**config.mk**
```make
export PLATFORM = sky130hd
export DESIGN_NAME = wgbs_ctrl
export DESIGN_NICKNAME = d
export VERILOG_FILES = /design/src/hdl/wgbs_pkg.sv /design/src/hdl/wgbs_ctrl.sv
export SDC_FILE = /design/constraint.sdc
export NUM_CORES = 1
export LEC_CHECK = 0
export ABC_AREA = 1
export BUFFER_PORTS_ARGS = -buffer_cell sky130_fd_sc_hd__buf_4
export CAP_MARGIN = 5
export CORE_AREA = 4 4 41 43
export CTS_BUF_LIST = sky130_fd_sc_hd__clkbuf_4
export DETAILED_ROUTE_END_ITERATION = 10
export DIE_AREA = 0 0 45 47
export GPL_TIMING_DRIVEN = 0
export PLACE_DENSITY = 0.6
export REMOVE_ABC_BUFFERS = 1
export SYNTH_ARGS = -nofsm -noshare
export SYNTH_HDL_FRONTEND = slang
export SYNTH_SLANG_ARGS = --single-unit
```
**constraint.sdc**
```tcl
create_clock -name clk_i -period 1.5 [get_ports clk_i]
set_clock_uncertainty 0.1 [all_clocks]
set_input_delay 0.3 -clock clk_i [delete_from_list [all_inputs] [get_ports clk_i]]
set_output_delay 0.3 -clock clk_i [all_outputs]
set_load 0.005 [all_outputs]
```
**src/hdl/wgbs_pkg.sv**
```systemverilog
// shared types and constants for the wrapped grid bilinear sampler
// used by every module of the block but wgbs_ram; depends on nothing
`default_nettype none
package wgbs_pkg;

  localparam int unsigned MAX_SIDE   = 16;
  localparam int unsigned SIDE_W     = $clog2(MAX_SIDE);
  localparam int unsigned ADDR_W     = 2 * SIDE_W;
  localparam int unsigned DEPTH      = MAX_SIDE * MAX_SIDE;
  localparam int unsigned CELL_W     = 16;
  localparam int unsigned CFG_SIDE_W = 5;
  localparam int unsigned PADDR_W    = 4;
  localparam int unsigned PDATA_W    = 32;
  localparam logic [CELL_W-1:0] ONE_Q15 = 16'h8000;

  typedef enum logic [1:0] {
    REG_WIDTH   = 2'd0,
    REG_HEIGHT  = 2'd1,
    REG_DEPOSIT = 2'd2
  } reg_e;

  typedef enum logic [1:0] {
    ACT_CLEAR   = 2'd0,
    ACT_WRITE   = 2'd1,
    ACT_DEPOSIT = 2'd2,
    ACT_SAMPLE  = 2'd3
  } action_e;

  typedef enum logic [3:0] {
    CMD_NOP,
    CMD_LOAD,
    CMD_CLEAR,
    CMD_PREP,
    CMD_WRITE,
    CMD_DEP_RD,
    CMD_DEP_WR,
    CMD_S0,
    CMD_S1,
    CMD_S2,
    CMD_S3,
    CMD_S4,
    CMD_S5,
    CMD_S6,
    CMD_EMIT
  } cmd_e;

  typedef struct packed {
    logic [CFG_SIDE_W-1:0] width_cells;
    logic [CFG_SIDE_W-1:0] height_cells;
    logic [CELL_W-1:0]     deposit_amount;
  } cfg_t;

  typedef struct packed {
    action_e action;
    logic    out_free;
  } status_t;

endpackage
`default_nettype wire

```
**src/hdl/wgbs_ctrl.sv**
```systemverilog
// controller state machine: sequences load, update and sample steps
// depends on wgbs_pkg; drives the datapath through commands only
`default_nettype none
module wgbs_ctrl (
  input  wire logic              clk_i,
  input  wire logic              rst_ni,
  input  wire logic              in_valid_i,
  output logic                   in_ready_o,
  input  wgbs_pkg::status_t      status_i,
  output wgbs_pkg::cmd_e         cmd_o
);

  typedef enum logic [3:0] {
    ST_IDLE,
    ST_PREP,
    ST_WRITE,
    ST_DEP_RD,
    ST_DEP_WR,
    ST_S0,
    ST_S1,
    ST_S2,
    ST_S3,
    ST_S4,
    ST_S5,
    ST_S6,
    ST_EMIT
  } state_e;

  state_e state_q, state_d;

  always_comb begin
    state_d = state_q;
    cmd_o   = wgbs_pkg::CMD_NOP;
    case (state_q)
      ST_IDLE: begin
        if (in_valid_i) begin
          cmd_o   = wgbs_pkg::CMD_LOAD;
          state_d = ST_PREP;
        end
      end
      ST_PREP: begin
        case (status_i.action)
          wgbs_pkg::ACT_CLEAR: begin
            cmd_o   = wgbs_pkg::CMD_CLEAR;
            state_d = ST_IDLE;
          end
          wgbs_pkg::ACT_WRITE: begin
            cmd_o   = wgbs_pkg::CMD_PREP;
            state_d = ST_WRITE;
          end
          wgbs_pkg::ACT_DEPOSIT: begin
            cmd_o   = wgbs_pkg::CMD_PREP;
            state_d = ST_DEP_RD;
          end
          default: begin
            cmd_o   = wgbs_pkg::CMD_PREP;
            state_d = ST_S0;
          end
        endcase
      end
      ST_WRITE: begin
        cmd_o   = wgbs_pkg::CMD_WRITE;
        state_d = ST_IDLE;
      end
      ST_DEP_RD: begin
        cmd_o   = wgbs_pkg::CMD_DEP_RD;
        state_d = ST_DEP_WR;
      end
      ST_DEP_WR: begin
        cmd_o   = wgbs_pkg::CMD_DEP_WR;
        state_d = ST_IDLE;
      end
      ST_S0: begin
        cmd_o   = wgbs_pkg::CMD_S0;
        state_d = ST_S1;
      end
      ST_S1: begin
        cmd_o   = wgbs_pkg::CMD_S1;
        state_d = ST_S2;
      end
      ST_S2: begin
        cmd_o   = wgbs_pkg::CMD_S2;
        state_d = ST_S3;
      end
      ST_S3: begin
        cmd_o   = wgbs_pkg::CMD_S3;
        state_d = ST_S4;
      end
      ST_S4: begin
        cmd_o   = wgbs_pkg::CMD_S4;
        state_d = ST_S5;
      end
      ST_S5: begin
        cmd_o   = wgbs_pkg::CMD_S5;
        state_d = ST_S6;
      end
      ST_S6: begin
        cmd_o   = wgbs_pkg::CMD_S6;
        state_d = ST_EMIT;
      end
      ST_EMIT: begin
        if (status_i.out_free) begin
          cmd_o   = wgbs_pkg::CMD_EMIT;
          state_d = ST_IDLE;
        end
      end
      default: begin
        state_d = ST_IDLE;
      end
    endcase
  end

  always_ff @(posedge clk_i or negedge rst_ni) begin
    if (!rst_ni) begin
      state_q <= ST_IDLE;
    end else begin
      state_q <= state_d;
    end
  end

  assign in_ready_o = (state_q == ST_IDLE);

endmodule
`default_nettype wire

```
==> results.sh <==
export IMPL_outcome="complete, but fails checks"
export IMPL_violations="setup timing"
export IMPL_cellLeakagePower_nw=0.343
export IMPL_wirelength_met1_um=421
export IMPL_nets=94
export IMPL_cts_clk_slew_worst_paths_ns=0.04
export IMPL_dr_pass1_iters=4
export IMPL_cp_slowest_cell="dfrtp_2"
export IMPL_worstPathMaxFanout=5
export IMPL_worstPathArrival_ns=1.25
export IMPL_cts_tree="yes"
export IMPL_final_setup_worst_slack_ns=-0.152
export IMPL_syn_avg_cell_area_um2=7.16
export IMPL_critPathLaunchType="register"
export IMPL_ff_latch_area_um2=105
export IMPL_finish_instance_area_um2=677
export IMPL_port_buffers=10
export IMPL_hold_class="input port to async pin"
export IMPL_vdd_drop_max_uv=980
export IMPL_finalSetupViolations=5
export IMPL_ys_warn_count=0
export IMPL_htreeDepth=1
export IMPL_grt_util_all_layers=0.121
export IMPL_rsz0062_at_grt="true"
export IMPL_cts_root_buffer="clkbuf_4"
export IMPL_hold_viol=0
export IMPL_grt_remaining_overflow=0
export IMPL_wl_per_cell_um=11.0
export IMPL_drt_initial_drc_count=9
export IMPL_synth_seq_cells=4
export IMPL_period_minus_slack_ns=1.65
export IMPL_cts_buffer_depth=2
export IMPL_timing_setup_tns_ns=-0.495
export IMPL_synth_top_area_frac=0.225
export IMPL_slowest_delay_ns=0.47
export IMPL_antennaDiodeCount=0
export IMPL_cp_end_kind="output port"
export IMPL_fin_crit_sh=1.10
export IMPL_drive_gt1_frac=0.566
export IMPL_grt_pass1_wl_um=1810
export IMPL_pre_cts_slack_ns=0.00527
export IMPL_rows=13
export IMPL_p_per_area_nw_per_um2=2170
export IMPL_yosysTopAreaCell="dfrtp_1"
export IMPL_post_dp_hpwl_um=755
export IMPL_viasPerCell=4.77
export IMPL_ys_seq_area_frac=0.225
export IMPL_synth_area_leaders="dfrtp_1, nand2_1, ha_1"
export IMPL_wl_met3_um=40
export IMPL_syn_inst=62
export IMPL_cap_violations=0
export IMPL_worst_slew_pin_slew_ns=0.189
export IMPL_worstPathCellList="buf_6 -> xor2_1 -> o21ai_1 -> nand2_1 -> buf_6"
export IMPL_numClockSinks=4
export IMPL_final_cell_mix="buf_4, nand2_1, nand3_1, buf_6"
export IMPL_cpMostUsedCell="buf_6"
export IMPL_drt_wl_total_um=1080
export IMPL_syn_area_um2=444
export IMPL_vias=467
export IMPL_grt_pass1_vias=462
export IMPL_final_common_cell="buf_4"
export IMPL_wl_met2_um=618
export IMPL_fillers=132
export IMPL_die_h_um=47
export IMPL_antenna_found_initial=0
export IMPL_routabilityCongestion=0.741
export IMPL_max_freq_mhz=605
export IMPL_place_area_um2=522
export IMPL_grt_max_degree=7
export IMPL_maxSlewViolCount=0
export IMPL_top_regs="state_q: 4 flops"
export IMPL_drc=0
export IMPL_whs_ns=0.291
export IMPL_cts_made_buffers=3
export IMPL_largest_reg_flops=4
export IMPL_synth_cell_types=23
export IMPL_ios=11
export IMPL_crit_type="register to output port"
export IMPL_area_growth_pct=52.4
export IMPL_reg2regPathDepth=6
export IMPL_initial_utilization=0.341
export IMPL_ant_nets=0
export IMPL_multi_input_area_um2=313
export IMPL_clk_latency_ns=0.24
export IMPL_regMostFlops="state_q"
export IMPL_die_area_um2=2120
export IMPL_required_ns=1.10
export IMPL_routed_top_layer="met3"
export IMPL_slew_headroom=0.873
export IMPL_die_w_um=45
export IMPL_core_um2=1300
-- cell families (layout without fill, tap and decap cells) --
kind of cell	count (synthesis)	in the layout	share of synthesized area
simple gates	34	34	0.417
fa+ha+maj	3	3	0.0845
compound gates	8	8	0.132
flops	4	4	0.225
buf+inv	12	33	0.121
xor+xnor	1	1	0.0197
-- layout make-up --
class / count / area share
timing repair buffer: 20 / 0.259
inverter: 10 / 0.0628
sequential: 4 / 0.155
clock buffer: 3 / 0.0333
multi-input combinational: 46 / 0.462
tap: 15 / 0.0277
-- what timing repair did --
action / CTS / global route
hold buffers: 1 / 0
setup buffers: 9 / 0
endpoints found under the hold margin: 4 / 0
gates resized for setup: 18 / 1
endpoints found under the setup margin: 5 / 5
pin swaps: 5 / 1
-- layer usage --
metal / global-route usage / vias to the layer above
li1: - / 241
met1: 0.119 / 215
met2: 0.234 / 11
met3: 0.0230 / 0
met4: 0.0702 / 0
met5: 0 / -
-- power by group --
part	internal (mW)	leakage [nW]	switching (mW)
clock network	0.0896	0.0138	0.0461
logic	0.562	0.283	0.490
registers	0.165	0.0465	0.114
-- critical path, delay by kind of cell (launching register included) --
kind	cells	cell delay, ns
AO/OA/AOI/OAI	1	0.07
flip-flops	1	0.47
AND/OR/NAND/NOR	1	0.07
buffers and inverters	2	0.26
XOR/XNOR	1	0.14
-- through the flow --
stage / total power, mW / cells / util
2_1_floorplan: 0.717 / 60 / -
3_3_place_gp: 0.978 / 85 / 0.401
3_5_place_dp: 0.984 / 85 / 0.401
4_1_cts: 1.44 / 98 / 0.517
5_1_grt: 1.59 / 98 / 0.520
6_report: 1.47 / 98 / 0.520
-- cell usage after synthesis --
cell type	n
a21oi_2	2
buf_2	1
buf_6	1
dfrtp_1	4
ha_1	3
inv_1	5
inv_2	5
nand2_1	12
nand2_2	3
nand2_4	1
nand3_1	7
nand3_2	1
nand3b_1	2
nand4_1	1
nor2_1	2
nor2_2	3
nor2_4	1
o211ai_1	3
o21ai_0	1
o21ai_1	1
o21ai_2	1
or2_2	1
xor2_1	1
-- final timing paths --
kind	startpoint	end	slack, ns
max	state_q[1]	cmd_o[2]	-0.15
min	rst_ni	state_q[1]	0.29
max reg2reg	state_q[1]	state_q[0]	0.27
min reg2reg	state_q[0]	state_q[2]	0.56
max in group asynchronous	rst_ni	state_q[0]	0.89
min in group clk_i	status_i[1]	state_q[2]	0.35
No activity file was read; power rests on OpenSTA's default activity.
