<file path="src/hdl/wgbs_pkg.sv">
// shared types and constants for the wrapped grid bilinear sampler
// used by every module of the block but wgbs_ram; depends on nothing
`default_nettype none
package wgbs_pkg;

  localparam int unsigned MAX_SIDE   = 16;
  localparam int unsigned SIDE_W     = $clog2(MAX_SIDE);
  localparam int unsigned ADDR_W     = 2 * SIDE_W;
  localparam int unsigned DEPTH      = MAX_SIDE * MAX_SIDE;
  localparam int unsigned CELL_W     = 16;
  localparam int unsigned CFG_SIDE_W = 5;
  localparam int unsigned PADDR_W    = 4;
  localparam int unsigned PDATA_W    = 32;
  localparam logic [CELL_W-1:0] ONE_Q15 = 16'h8000;

  typedef enum logic [1:0] {
    REG_WIDTH   = 2'd0,
    REG_HEIGHT  = 2'd1,
    REG_DEPOSIT = 2'd2
  } reg_e;

  typedef enum logic [1:0] {
    ACT_CLEAR   = 2'd0,
    ACT_WRITE   = 2'd1,
    ACT_DEPOSIT = 2'd2,
    ACT_SAMPLE  = 2'd3
  } action_e;

  typedef enum logic [3:0] {
    CMD_NOP,
    CMD_LOAD,
    CMD_CLEAR,
    CMD_PREP,
    CMD_WRITE,
    CMD_DEP_RD,
    CMD_DEP_WR,
    CMD_S0,
    CMD_S1,
    CMD_S2,
    CMD_S3,
    CMD_S4,
    CMD_S5,
    CMD_S6,
    CMD_EMIT
  } cmd_e;

  typedef struct packed {
    logic [CFG_SIDE_W-1:0] width_cells;
    logic [CFG_SIDE_W-1:0] height_cells;
    logic [CELL_W-1:0]     deposit_amount;
  } cfg_t;

  typedef struct packed {
    action_e action;
    logic    out_free;
  } status_t;

endpackage
`default_nettype wire

</file>
<file path="src/hdl/wgbs_cfg.sv">
// apb configuration registers: grid width, grid height, deposit amount
// depends on wgbs_pkg
`default_nettype none
module wgbs_cfg (
  input  wire logic                           clk_i,
  input  wire logic                           rst_ni,
  input  wire logic                           psel,
  input  wire logic                           penable,
  input  wire logic                           pwrite,
  input  wire logic [wgbs_pkg::PADDR_W-1:0]   paddr,
  input  wire logic [wgbs_pkg::PDATA_W-1:0]   pwdata,
  output logic      [wgbs_pkg::PDATA_W-1:0]   prdata,
  output logic                                pready,
  output wgbs_pkg::cfg_t                      cfg_o
);

  wgbs_pkg::cfg_t cfg_q, cfg_d;
  wgbs_pkg::reg_e idx;
  logic           wr_en;

  assign idx    = wgbs_pkg::reg_e'(paddr[3:2]);
  assign wr_en  = psel && penable && pwrite;
  assign pready = 1'b1;

  always_comb begin
    cfg_d = cfg_q;
    if (wr_en) begin
      case (idx)
        wgbs_pkg::REG_WIDTH:   cfg_d.width_cells    = pwdata[wgbs_pkg::CFG_SIDE_W-1:0];
        wgbs_pkg::REG_HEIGHT:  cfg_d.height_cells   = pwdata[wgbs_pkg::CFG_SIDE_W-1:0];
        wgbs_pkg::REG_DEPOSIT: cfg_d.deposit_amount = pwdata[wgbs_pkg::CELL_W-1:0];
        default:               cfg_d = cfg_q;
      endcase
    end
  end

  always_comb begin
    case (idx)
      wgbs_pkg::REG_WIDTH:   prdata = wgbs_pkg::PDATA_W'(cfg_q.width_cells);
      wgbs_pkg::REG_HEIGHT:  prdata = wgbs_pkg::PDATA_W'(cfg_q.height_cells);
      wgbs_pkg::REG_DEPOSIT: prdata = wgbs_pkg::PDATA_W'(cfg_q.deposit_amount);
      default:               prdata = '0;
    endcase
  end

  always_ff @(posedge clk_i or negedge rst_ni) begin
    if (!rst_ni) begin
      cfg_q.width_cells    <= 5'd5;
      cfg_q.height_cells   <= 5'd5;
      cfg_q.deposit_amount <= 16'd4096;
    end else begin
      cfg_q <= cfg_d;
    end
  end

  assign cfg_o = cfg_q;

endmodule
`default_nettype wire

</file>
<file path="config.mk">
export PLATFORM = sky130hd
export DESIGN_NAME = wgbs_cfg
export DESIGN_NICKNAME = d
export VERILOG_FILES = /design/src/hdl/wgbs_pkg.sv /design/src/hdl/wgbs_cfg.sv
export SDC_FILE = /design/constraint.sdc
export NUM_CORES = 1
export LEC_CHECK = 0
export CORE_UTILIZATION = 45
export CTS_BUF_LIST = sky130_fd_sc_hd__clkbuf_16
export DETAILED_ROUTE_END_ITERATION = 8
export DONT_BUFFER_PORTS = 1
export GPL_ROUTABILITY_DRIVEN = 0
export PLACE_DENSITY = 0.61
export SLEW_MARGIN = 20
export SYNTH_ARGS = -nofsm -noshare
export SYNTH_HDL_FRONTEND = slang
export SYNTH_SLANG_ARGS = --single-unit
</file>
<file path="constraint.sdc">
create_clock -name clk_i -period 1.77 [get_ports clk_i]
set_input_delay 0.354 -clock clk_i [delete_from_list [all_inputs] [get_ports clk_i]]
set_output_delay 0.354 -clock clk_i [all_outputs]
set_load 0.005 [all_outputs]
</file>
==> impl_metrics.yaml, run 1 <==
setup_path:
  crit_path_start_kind: "register"
  cp_num_cells: 2
  critPathCaptureType: "primary output"
  cp_cell_sequence: "mux2i_1 > o21ai_0"
  cp.arrival_ns: 1.11
  cpPeakStageDelay_ns: 0.56
  path_delay_family: "flip-flops"
  cp_max_fo: 3
  r2r_slack_ns: 0.95
  r2r.worst_path.cells: 1
  cp_slowest_cell: "dfstp_2"
  required_ns: 1.42
  path_buf_inv: 0
  worstSetupPathType: "reg2out"
status:
  violations: "DRC"
  outcome: "complete, but fails checks"
synthesis:
  netlist_instances: 106
  syn_area_um2: 1350
  yosysTopAreaCell: "dfrtp_1"
  yosys.cell_types.count: 19
  synthDominantCellAreaShare_pct: 39.0
  ys_top_cells_by_area: "dfrtp_1 (39%), buf_4 (10%), dfstp_2 (9.7%)"
  yosysWarnings: 0
  ys_ff_latch: 26
  seq_area_frac_synth_pct: 48.7
  postSynthAreaPerCell_um2: 12.7
drt:
  routed_via_density: 5.43
  drc: 18
  ant_nets: 0
  drtIter0Drc: 26
  dr.pass1.iters: 5
  dr_total_vias: 760
  wirelength_mm: 2.43
  wl_per_cell_um: 17.4
timing:
  hold_viol_final: 0
  worstMarginPinSlew_ns: 0.521
  fin_crit_sh_pct: 82.7
  max-slew-margin-rel_pct: 65.1
  setup_violations: 0
  fin_skew_ns: 0
  grt_setup_unrepaired: "false"
  fin_setup_tns_ns: 0
  fmax_mhz: 683
  whs_ns: 0.229
  finalMaxSlewViolations: 0
  period_needed_ns: 1.46
floorplan:
  die_h_um: 56.7
  die-area_um2: 3220
  io_pins: 100
  rows: 19
  die_w_um: 56.7
  core-area_um2: 2810
  initial_core_util_pct: 48.0
clocking:
  clock_latency_ns: 0.25
  cts-root-buf: "clkbuf_16"
  clockBufferDepth: 2
  cts.sinks: 26
  cts_made_buffers: 3
  clk_pin_slew_ns: 0.06
  cts_setup_buffers: 0
  cts_tree: "yes"
  cts-htree-levels: 1
placement:
  portBuffers: 0
  dp_hpwl_mm: 1.78
layout:
  final_common_cell: "dfrtp_1"
  diodes: 0
  seq_area_um2: 657
  nets: 151
  multi_input_area_um2: 592
  final_cell_mix: "dfrtp_1 (21), conb_1 (17), and2_1 (11), mux2_2 (11), mux2_1 (10)"
  drive_above_1_share_pct: 29.4
  largest_reg_flops: 26
  fill_cells: 247
  area_growth_pct: 7.24
  post-route-util_pct: 51.5
min_path:
  min_path_cells: 1
  hp-class: "in2reg"
grt:
  grt_pass1_vias: 788
  grt.overflow.total: 0
  antenna_found_initial: 0
  track_usage_pct: 16.4
  grt_pass1_wl_mm: 3.88
  grt_max_degree: 27
pwr:
  power.total_uw: 1770
  powerDensity_nw_per_um2: 1220
  total_leakage_power_uw: 0.000671
  ir_worst_vdd_uv: 587
run:
  maxCapViolations: 0
-- what timing repair did --
action / CTS / global route
endpoints found under the hold margin: 26 / 0
hold buffers: 2 / 0
endpoints found under the setup margin: 0 / 0
resized for setup: 0 / 0
-- metrics by stage --
step           std cells  cell area [um2]  worst slack [ns]
3_3_place_gp         134             1310             0.258
6_report             140             1450             0.306
2_1_floorplan        121             1400             0.252
4_1_cts              140             1450             0.287
5_1_grt              140             1450             0.233
3_5_place_dp         134             1310             0.270
-- synthesized netlist by cell type --
| master | number |
|---|---|
| nor2b_1 | 1 |
| nand3_2 | 1 |
| clkbuf_1 | 1 |
| or3b_1 | 1 |
| buf_6 | 1 |
| o21ai_0 | 5 |
| mux2_4 | 5 |
| mux2_1 | 10 |
| mux2_2 | 11 |
| conb_1 | 2 |
| dfstp_2 | 5 |
| nor3_2 | 1 |
| nor3b_4 | 1 |
| buf_2 | 1 |
| and2_1 | 11 |
| mux2i_1 | 5 |
| nand2_1 | 5 |
| dfrtp_1 | 21 |
| buf_4 | 18 |
-- worst paths after layout --
check | start | endpoint
max in group asynchronous | rst_ni | cfg_o[12]$_DFFE_PN1P_
max | cfg_o[18]$_DFFE_PN1P_ | prdata[2]
min | pwdata[5] | cfg_o[5]$_DFFE_PN0P_
max reg2reg | cfg_o[8]$_DFFE_PN0P_ | cfg_o[8]$_DFFE_PN0P_
min in group asynchronous | rst_ni | cfg_o[2]$_DFFE_PN0P_
min reg2reg | cfg_o[5]$_DFFE_PN0P_ | cfg_o[5]$_DFFE_PN0P_
-- metal layers --
layer | share of wire, % | GRT usage, % | up-vias
met1 | 38 | 20.1 | 383
li1 | - | - | 326
met4 | 0.53 | 4.29 | 0
met5 | 0 | 0 | -
met3 | 9.4 | 6.68 | 2
met2 | 52 | 26.5 | 49
-- power by group --
group	switching [uW]	internal (uW)	total (uW)
clock network	195	449	645
logic	92.9	144	237
registers	131	754	886
total	420	1350	1770
-- logic make-up (layout without fill, tap and decap cells) --
logic type / after synthesis / after routing / synth area share (%)
flops: 26 / 26 / 48.7
compound gates: 5 / 5 / 1.86
simple gates: 21 / 21 / 10.5
other cells: 2 / 17 / 0.557
buf+inv: 21 / 9 / 11.5
mux: 31 / 31 / 26.8
-- final cells by class --
cell class,instances,share of cell area [%]
Clock buffer,3,5.19
Tap cell,31,2.68
Timing Repair Buffer,5,3.64
Multi-Input combinational cell,74,41.0
Clock inverter,1,2.08
Sequential cell,26,45.5
Power figures use the tool's default switching activity.
==> inputs of run 2 (changes only) <==
- PLACE_DENSITY: 0.61 -> 0.63
- clock period: 1.77 -> 1.3 ns (I/O delays scaled with it)
==> run 2 against run 1 <==
Effect of this change: largest cell class unchanged; non-clock buffer count up 7; highest routed layer unchanged; the run still ends with DRC left; sequential share of layout area shrank 1.5 points; die area did not move; critical endpoint is now prdata[0].
==> impl_metrics.yaml, run 2 (synthesized netlist as in run 1, its figures left out) <==
placement:
  dp.cells: 141
  portBuffers: 0
  dp_slack_ns: -0.0476
  dp_hpwl_mm: 1.73
grt:
  grt.overflow.total: 0
  grt_pass1_wl_mm: 3.54
  antenna_found_initial: 0
  grt_pass1_vias: 729
  track_usage_pct: 14.9
  grt_max_degree: 27
timing:
  grt_setup_unrepaired: "true"
  fmax_mhz: 777
  period_needed_ns: 1.29
  setup_violations: 0
  finalMaxSlewViolations: 0
  fin_skew_ns: 0
  fin_setup_tns_ns: 0
  whs_ns: 0.138
  fin_crit_sh_pct: 99.0
  hold_viol_final: 0
  setup_ws_ns: 0.0130
pwr:
  ir_worst_vdd_uv: 643
  power.total_uw: 2200
  total_leakage_power_uw: 0.000697
  powerDensity_nw_per_um2: 1470
layout:
  diodes: 0
  drive_above_1_share_pct: 33.6
  largest_reg_flops: 26
  nets: 158
  layout.cells.non_filler: 147
  area_growth_pct: 11.0
  final_cell_mix: "dfrtp_1 (21), conb_1 (17), and2_1 (11), mux2_2 (11)"
  final_common_cell: "dfrtp_1"
setup_path:
  path_buf_inv: 0
  cp_cell_sequence: "mux2i_1 > o21ai_1"
  r2r_slack_ns: 0.48
  cpPeakStageDelay_ns: 0.55
  cp.arrival_ns: 1.03
  worstSetupPathType: "reg2out"
  cp_slowest_cell: "dfstp_2"
  crit_path_start_kind: "register"
  critPathCaptureType: "primary output"
  path_delay_family: "flip-flops"
  required_ns: 1.04
  cp_max_fo: 3
drt:
  drtIter0Drc: 48
  routed_via_density: 5.35
  dr_total_vias: 787
  wl_per_cell_um: 15.6
  route.met2.wl_mm: 1.07
  ant_nets: 0
  dr.pass1.iters: 8
  wl_met1_mm: 1.02
  wirelength_mm: 2.29
  wl_met3_um: 187
  maxUsedRoutingLayer: "met4"
  drc: 16
clocking:
  clock_latency_ns: 0.25
  cts_tree: "yes"
  cts_made_buffers: 3
  clk_pin_slew_ns: 0.06
  cts.sinks: 26
  cts-htree-levels: 1
  cts-root-buf: "clkbuf_16"
  clockBufferDepth: 2
floorplan:
  die_h_um: 56.7
  core-area_um2: 2810
  rows: 19
  initial_core_util_pct: 48.0
  io_pins: 100
  die_w_um: 56.7
  die-area_um2: 3220
status:
  outcome: "complete, but fails checks"
  violations: "DRC"
min_path:
  hp-class: "in2reg"
run:
  maxCapViolations: 0
==> run 2: cell count changes in the layout (fill, tap and decap cells not counted), sizes merged <==
cell and change:
bufinv -1, buf +7, clkinv +1
==> run 2: metal layers <==
layer / track usage, % / up-vias
li1: - / 346
met5: 0 / -
met2: 23.0 / 50
met4: 6.43 / 0
met1: 19.3 / 389
met3: 4.38 / 2
==> run 2: layout make-up <==
class	count	area, um2
clock buffers	3	75.1
well taps	31	38.8
fillers	260	1310
multi-input cells	74	603
flip-flops and latches	26	657
repair buffers	12	118
clock inverters	1	3.75
==> run 2: stage by stage <==
stage	util (%)	cell area [um2]
5_1_grt	53.3	1500
3_3_place_gp	49.4	1390
2_1_floorplan	-	1430
3_5_place_dp	49.4	1390
6_report	53.3	1500
4_1_cts	53.3	1500
==> run 2: path summary, 6_finish.rpt <==
kind,start,end,cells past startpoint
max,cfg_o[16]$_DFFE_PN1P_,prdata[0],2
min,pwdata[4],cfg_o[4]$_DFFE_PN0P_,1
max reg2reg,cfg_o[7]$_DFFE_PN0P_,cfg_o[7]$_DFFE_PN0P_,1
min reg2reg,cfg_o[6]$_DFFE_PN0P_,cfg_o[6]$_DFFE_PN0P_,1
max in group asynchronous,rst_ni,cfg_o[12]$_DFFE_PN1P_,2
min in group asynchronous,rst_ni,cfg_o[2]$_DFFE_PN0P_,2
==> run 2: power breakdown <==
group	internal, uW	switching [uW]	total [uW]
Sequential	1030	173	1200
Clock	410	250	660
Combinational	211	126	337
==> run 2: timing repair <==
action	CTS	global route
setup buffers	0	0
endpoints found under the hold margin	26	0
endpoints found under the setup margin	2	2
resized for setup	2	0
hold buffers	2	0
